File: config.mk
export PLATFORM = sky130hd
export DESIGN_NAME = hmvt_queue
export DESIGN_NICKNAME = d
export VERILOG_FILES = /design/src/rtl/hmvt_pkg.sv /design/src/rtl/hmvt_queue.sv
export SDC_FILE = /design/constraint.sdc
export NUM_CORES = 1
export LEC_CHECK = 0
export BUFFER_PORTS_ARGS = -buffer_cell sky130_fd_sc_hd__clkbuf_2
export CORE_MARGIN = 4
export CORE_UTILIZATION = 50
export DETAILED_ROUTE_END_ITERATION = 7
export GPL_TIMING_DRIVEN = 0
export PLACE_DENSITY = 0.85
export SLEW_MARGIN = 20
export SYNTH_ARGS = -nofsm -noshare
export SYNTH_HDL_FRONTEND = slang
export SYNTH_SLANG_ARGS = --single-unit
File: constraint.sdc
create_clock -name clk -period 1.2 [get_ports clk]
set_input_delay 0.06 -clock clk [delete_from_list [all_inputs] [get_ports clk]]
set_output_delay 0.06 -clock clk [all_outputs]
set_load 0.005 [all_outputs]
File: src/rtl/hmvt_pkg.sv
// Shared types and constants for the homogeneous matrix-vector transform.
`timescale 1ns / 1ps

package hmvt_pkg;

    localparam int COMPONENT_WIDTH_DEF = 32;
    localparam int COEFF_WIDTH_DEF     = 16;
    localparam int ROW_WIDTH           = 64;
    localparam int LANE_WIDTH          = 16;
    localparam int COEFF_INT_BITS      = 4;
    localparam int QUEUE_DEPTH         = 4;
    localparam int CFG_INDEX_WIDTH     = 2;
    localparam logic [LANE_WIDTH-1:0] ONE_Q4_12 = 16'h1000;

    typedef enum logic [CFG_INDEX_WIDTH-1:0] {
        REG_ROW0,
        REG_ROW1,
        REG_ROW2,
        REG_ROW3
    } reg_index_t;

    typedef struct packed {
        logic div;
        logic sat;
        logic zw;
    } hmvt_ctrl_t;

    function automatic logic [ROW_WIDTH-1:0] row_reset(input logic [1:0] row);
        logic [ROW_WIDTH-1:0] value;
        value = ROW_WIDTH'(ONE_Q4_12) << (LANE_WIDTH * int'(row));
        return value;
    endfunction

endpackage

File: src/rtl/hmvt_queue.sv
// Small transaction queue between the front end and the divider back end.
`timescale 1ns / 1ps

module hmvt_queue
    import hmvt_pkg::*;
#(
    parameter int WIDTH = 8,
    parameter int DEPTH = QUEUE_DEPTH
)
(
    input  logic             clk,
    input  logic             rst_n,
    input  logic             push,
    input  logic [WIDTH-1:0] wdata,
    input  logic             pop,
    output logic             rvalid,
    output logic [WIDTH-1:0] rdata,
    output logic             room
);

    localparam int PTR_W = (DEPTH > 1) ? $clog2(DEPTH) : 1;
    localparam int CNT_W = $clog2(DEPTH + 1);

    logic [WIDTH-1:0] mem_reg [DEPTH];
    logic [PTR_W-1:0] wr_reg, rd_reg, wr_next, rd_next;
    logic [CNT_W-1:0] cnt_reg, cnt_next;

    assign rvalid = (cnt_reg != '0);
    assign rdata  = mem_reg[rd_reg];
    assign room   = (cnt_reg != CNT_W'(DEPTH)) || pop;

    always_comb
    begin
        wr_next  = wr_reg;
        rd_next  = rd_reg;
        cnt_next = cnt_reg;
        if (push)
        begin
            wr_next = (wr_reg == PTR_W'(DEPTH - 1)) ? '0 : wr_reg + PTR_W'(1);
        end
        if (pop)
        begin
            rd_next = (rd_reg == PTR_W'(DEPTH - 1)) ? '0 : rd_reg + PTR_W'(1);
        end
        if (push && !pop)
        begin
            cnt_next = cnt_reg + CNT_W'(1);
        end
        else if (pop && !push)
        begin
            cnt_next = cnt_reg - CNT_W'(1);
        end
    end

    always_ff @(posedge clk or negedge rst_n)
    begin
        if (!rst_n)
        begin
            wr_reg  <= '0;
            rd_reg  <= '0;
            cnt_reg <= '0;
        end
        else
        begin
            wr_reg  <= wr_next;
            rd_reg  <= rd_next;
            cnt_reg <= cnt_next;
        end
    end

    always_ff @(posedge clk)
    begin
        if (push)
        begin
            mem_reg[wr_reg] <= wdata;
        end
    end

    a_no_overflow: assert property (@(posedge clk) disable iff (!rst_n)
        (push && cnt_reg == CNT_W'(DEPTH)) |-> pop)
        else $error("Queue written while full.");

    a_no_underflow: assert property (@(posedge clk) disable iff (!rst_n)
        pop |-> (cnt_reg != '0))
        else $error("Queue read while empty.");

    a_count_bound: assert property (@(posedge clk) disable iff (!rst_n)
        cnt_reg <= CNT_W'(DEPTH))
        else $error("Queue count out of range.");

endmodule

==> results of run 1 <==
[timing repair]
action                     4_1_cts  5_1_grt
buffers inserted                 1        0
cloned                           0        1
pin swaps                        1        1
hold buffers                    10        0
hold endpoints to repair        41        0
gates resized for setup          6        7
setup endpoints to repair       43       44
[worst max path at each step]
stage,start,depth (start not counted),slack [ns],endpoint
6_report,rd_reg[0],3,-0.41,rdata[7]
2_1_floorplan,cnt_reg[1],4,-0.01,cnt_reg[2]
3_3_place_gp,pop,8,-0.17,cnt_reg[2]
3_5_place_dp,pop,8,-0.21,cnt_reg[2]
5_1_grt,rd_reg[0],3,-0.49,rdata[7]
4_1_cts,rd_reg[0],3,-0.44,rdata[7]
[area by class of cell]
type / count / area, um^2 / area share (%)
Inverter: 4 / 15.0 / 0.752
Clock inverter: 2 / 60.1 / 3.01
Sequential cell: 39 / 1140 / 57.0
Timing Repair Buffer: 33 / 238 / 11.9
Tap cell: 44 / 55.1 / 2.76
Multi-Input combinational cell: 35 / 429 / 21.5
Buffer: 2 / 20.0 / 1.00
Clock buffer: 6 / 41.3 / 2.07
[where the power goes]
group          switching [mW]  total [mW]  internal [mW]
Clock                   0.410        1.06          0.650
Sequential              0.168        1.95           1.78
Combinational           0.595        1.40          0.804
Total                    1.17        4.41           3.24
[routing by layer]
metal / part of all wire (%) / routed length, um
met1: 41 / 1040
met2: 52 / 1330
met3: 5.3 / 135
met4: 1.6 / 41
met5: 0 / 0
[cells by family (layout without fill, tap and decap cells)]
group / after synthesis / after routing
compound gates: 2 / 2
xor+xnor: 3 / 3
fa+ha+maj: 7 / 7
buf+inv: 6 / 47
flops: 39 / 39
mux: 11 / 11
simple gates: 12 / 12
[worst register-to-register path, stage by stage, from the launching register on]
cell     delay [ns]
dfrtp_1        0.44
fa_2           0.37
xor2_1         0.15
nor2_1         0.12
xor2_1         0.16
[per-stage QoR]
stage	setup TNS, ns	setup WS, ns	cell area [um^2]	power [mW]	cells
floorplan	-0.0127	-0.0127	1580	2.77	80
global placement	-2.82	-0.173	1740	3.14	145
detailed placement	-3.75	-0.210	1740	3.19	145
CTS	-3.67	-0.444	1960	4.34	164
global route	-4.39	-0.491	2000	4.68	165
finish	-3.43	-0.411	2000	4.41	165
[cells in the final DEF (no fill, tap or decap), types with 2 or more instances in the layout]
master / Yosys / final
xor2_1: 2 / 2
dlygate4sd3_1: 0 / 10
inv_1: 4 / 2
edfxtp_1: 32 / 32
dfrtp_2: 0 / 2
ha_1: 6 / 5
clkbuf_4: 0 / 5
and2_4: 0 / 4
nor2_1: 4 / 4
bufinv_16: 0 / 2
dfrtp_1: 7 / 5
mux4_2: 8 / 8
inv_2: 0 / 2
o21ai_0: 2 / 2
clkbuf_2: 0 / 21
mux2_2: 3 / 3
nand2_1: 2 / 2
==> results.ini, run 1 <==
[timing]
max-slew-margin-rel_pct = 84.8
max_freq_mhz = 621
fin_hold_ws_ns = 0.0330
setup_ws_ns = -0.411
post-route-period-util_pct = 134
worst_pin_slew_ns = 0.228
min_period_ns = 1.61
finalClockSkew_ns = 0.0116
finalHoldViolCount = 0
maxSlewViolCount = 0
rsz0062_at_grt = yes
setup_violations = 11

[logic_synthesis]
synth_xor_area_share_pct = 1.67
async_flop_share_pct = 17.9
yosys.area_share.simple_pct = 3.74
synthCells = 80
syn-num-nets = 99
ys_seq_area_share_pct = 72.3
synthAdderAreaFrac_pct = 6.05
synth_ff_type = edfxtp_1
synthMuxAreaShare_pct = 13.6
synth_top_area_share_pct = 61.1
synth_top_family_by_area = multiplexers
synth_most_common_cell = edfxtp_1
ys_ff_latch = 39
ys_top_cells_by_area = edfxtp_1 61%, mux4_2 11%, dfrtp_1 11%
netlist_area_um2 = 1570
synth_cell_types = 17
yosys-top-cells-count = 32 x edfxtp_1, 8 x mux4_2, 7 x dfrtp_1
yosys.area.top_type = edfxtp_1
synth-edff-count = 32
syn_avg_cell_area_um2 = 19.6
synth-compound-area-share_pct = 0.637
yosys_warnings = 0

[power_and_ir_drop]
leakage_nw = 0.761
ir_drop_v = 0.00142
p_per_area_nw_per_um2 = 2210

[clock_network]
cts_buffers = 5
root_buffer = clkbuf_4
cts_sinks = 39
clkTransAtPathRegs_ns = 0.11
htreeDepth = 2
clock_path_buffers = 2
cts_tree = built
insertion_delay_ns = 0.34

[global_route]
grt_max_degree = 13
antenna_found_initial = 0
grt-ovfl-total = 0
grt_pass1_wl_mm = 4.14
grt_pass1_vias = 831
use_met2_pct = 24.1
use_met3_pct = 5.27
grt_use_total_pct = 14.1
grt_util_met1_pct = 16.3
busiest_layer = met2

[critical_path]
crit_buf_inv = 2
slowest_stage = mux4_2
start_kind = flop
critical_path.top_delay_family = multiplexers
reg2reg_depth = 4
worstPathMaxFanout = 5
r2r-start = cnt_reg[1]
arrival_ns = 1.55
crit_path_end_kind = output port
crit_type = reg2out
reg2reg_slack_ns = -0.10
cp.required_ns = 1.14
path_cells = buf_8, mux4_2, clkbuf_2
r2r-end = cnt_reg[2]
slowest_delay_ns = 0.51

[floorplan]
core_um2 = 3030
rows = 20
die_w_um = 64.1
ios = 22
start_util_pct = 51.9
die_area_um2 = 4100
die_y_um = 64.1

[route]
num_vias = 815
drc = 0
routed_wl_mm = 2.55
viasPerCell = 4.94
first_pass_iters = 4
routedWlPerCell_um = 15.4
drtIter0Drc = 45
ant_nets = 0

[hold_path]
min_to = wr_reg[1]
hold_path_class = in2reg
whs_path_depth = 2
hp-start = push

[place]
hpwl_mm = 1.60
io_buffers = 21
gp_congestion = 0.669

[final_layout]
largest_reg_flops = 32
drive_gt1_share_pct = 43.8
diodes = 0
postLayoutCoreUtil_pct = 66.0
n_fill_cell = 211
final_nets = 139
area_delta_synth_final_pct = 27.1

[run_status]
violations = negative setup slack
run_status = finished, violations left

[flow_run]
cap_violations = 0

Power figures use the tool's default switching activity.
==> inputs of run 2 (changes only) <==
--- a/config.mk
+++ b/config.mk
@@ -11,6 +11,7 @@
 export DETAILED_ROUTE_END_ITERATION = 7
 export GPL_TIMING_DRIVEN = 0
 export PLACE_DENSITY = 0.85
+export SETUP_SLACK_MARGIN = 0.5
 export SLEW_MARGIN = 20
 export SYNTH_ARGS = -nofsm -noshare
 export SYNTH_HDL_FRONTEND = slang
==> results.ini, run 2 (synthesized netlist as in run 1, its figures left out) <==
[run_status]
run_status = finished, violations left
violations = negative setup slack

[critical_path]
crit_path_end_kind = output port
start_kind = flop
arrival_ns = 1.54  ; about the same
worstPathMaxFanout = 5  ; unchanged
crit_type = reg2out
slowest_stage = mux4_2
slowest_delay_ns = 0.51  ; about the same
path_cells = buf_8, mux4_2, clkbuf_2
reg2reg_depth = 4  ; unchanged
cp.required_ns = 1.14  ; about the same

[final_layout]
final_cell_mix = 32 x edfxtp_1, 21 x clkbuf_2, 9 x dlygate4sd3_1
drive_gt1_share_pct = 50.8  ; +7.0 points
final_nets = 146  ; +5.0%
area_delta_synth_final_pct = 32.2
final_common_cell = edfxtp_1
postLayoutCoreUtil_pct = 68.6  ; +2.6 points
diodes = 0  ; unchanged
n_fill_cell = 206  ; -2.4%
largest_reg_flops = 32  ; unchanged

[timing]
max_freq_mhz = 626  ; +0.89%
min_period_ns = 1.60  ; -0.0142 ns
finalHoldViolCount = 0  ; unchanged
maxSlewViolCount = 0  ; unchanged
worst_pin_slew_ns = 0.226  ; -0.00263 ns
max-slew-margin-rel_pct = 84.9  ; +0.18 points
setup_tns_ns = -3.44  ; -0.0104 ns
post-route-period-util_pct = 133  ; -1.2 points
finalClockSkew_ns = 0.00567  ; -0.00590 ns
setup_ws_ns = -0.397  ; +0.0142 ns
setup_violations = 12  ; +1
rsz0062_at_grt = yes

[global_route]
grt_use_total_pct = 16.0  ; +1.8 points
antenna_found_initial = 0  ; unchanged
grt_pass1_wl_mm = 4.75  ; +15%
grt-ovfl-total = 0  ; unchanged
grt_pass1_vias = 941  ; +13%
grt_max_degree = 13  ; unchanged

[flow_run]
cap_violations = 0  ; unchanged

[floorplan]
start_util_pct = 51.9  ; unchanged
die_area_um2 = 4100  ; unchanged
ios = 22  ; unchanged
core_um2 = 3030  ; unchanged
die_w_um = 64.1  ; unchanged
rows = 20  ; unchanged
die_y_um = 64.1  ; unchanged

[power_and_ir_drop]
totalPowerFinal_mw = 4.44  ; +0.57%
p_per_area_nw_per_um2 = 2140  ; -3.3%
leakage_nw = 0.795  ; +4.5%
ir_drop_v = 0.00115  ; -19%

[place]
io_buffers = 21  ; unchanged
gp_congestion = 0.741  ; +11%
hpwl_mm = 1.72  ; +7.2%

[route]
first_pass_iters = 4  ; unchanged
routed_wl_mm = 2.82  ; +11%
viasPerCell = 5.03  ; +1.8%
num_vias = 865  ; +6.1%
drc = 0  ; unchanged
drtIter0Drc = 23  ; -49%
ant_nets = 0  ; unchanged
routedWlPerCell_um = 16.4  ; +6.4%

[clock_network]
clkTransAtPathRegs_ns = 0.11  ; about the same
root_buffer = clkbuf_4
insertion_delay_ns = 0.33  ; about the same
htreeDepth = 2  ; unchanged
cts_sinks = 39  ; unchanged
cts_buffers = 5  ; unchanged
cts_tree = built
clock_path_buffers = 2  ; unchanged

[hold_path]
hold_path_class = in2reg
whs_path_depth = 2  ; unchanged

run 2: worst max-delay path, delay by kind of cell, from the launching register on:
family	cells	cell delay (ns)
buffers and inverters	2	0.27
DFF	1	0.43
muxes	1	0.51
run 2: cell type report:
type | count | area, um^2 | area share (%)
plain buffers | 2 | 20.0 | 0.964
clock buffers | 6 | 41.3 | 1.99
clock inverters | 2 | 8.76 | 0.422
inverters | 4 | 17.5 | 0.843
multi-input cells | 35 | 484 | 23.3
flip-flops and latches | 39 | 1140 | 54.8
well taps | 44 | 55.1 | 2.65
repair buffers | 40 | 312 | 15.0
run 2: what timing repair did:
action / CTS / global route
hold endpoints to repair: 39 / 0
gates resized for setup: 3 / 11
hold buffers: 9 / 0
gates cloned: 0 / 1
buffers inserted: 7 / 2
pin swaps: 4 / 5
endpoints found under the setup margin: 48 / 49
run 2: metrics by stage:
stage	hold slack [ns]	cell area, um^2	setup WS [ns]	std cells
after floorplan	-0.236	1610	-0.0123	80
after global placement	-0.100	1770	-0.157	145
after detailed placement	-0.0904	1770	-0.258	145
after CTS	0.000528	1990	-0.423	169
after global routing	0.0236	2080	-0.473	172
final	0.0258	2080	-0.397	172
run 2: worst paths after layout:
path | slack [ns] | end | start
max in group asynchronous | 0.93 | wr_reg[0] | rst_n
max reg2reg | -0.13 | rd_reg[1] | rd_reg[0]
min | 0.03 | wr_reg[0] | push
min in group asynchronous | 0.08 | cnt_reg[2] | rst_n
max | -0.40 | rdata[0] | rd_reg[0]
min reg2reg | 0.57 | cnt_reg[2] | cnt_reg[2]
run 2: power breakdown:
group	internal (mW)	total, mW	switching (mW)
logic	1.10	1.87	0.762
clock network	0.220	0.624	0.404
registers	1.78	1.95	0.162
run 2: layer usage:
metal  share of wire, %  track usage, %
met4                1.7            6.47
met5                  0               0
met3                4.9            4.57
met2                 53            26.8
met1                 41            19.2
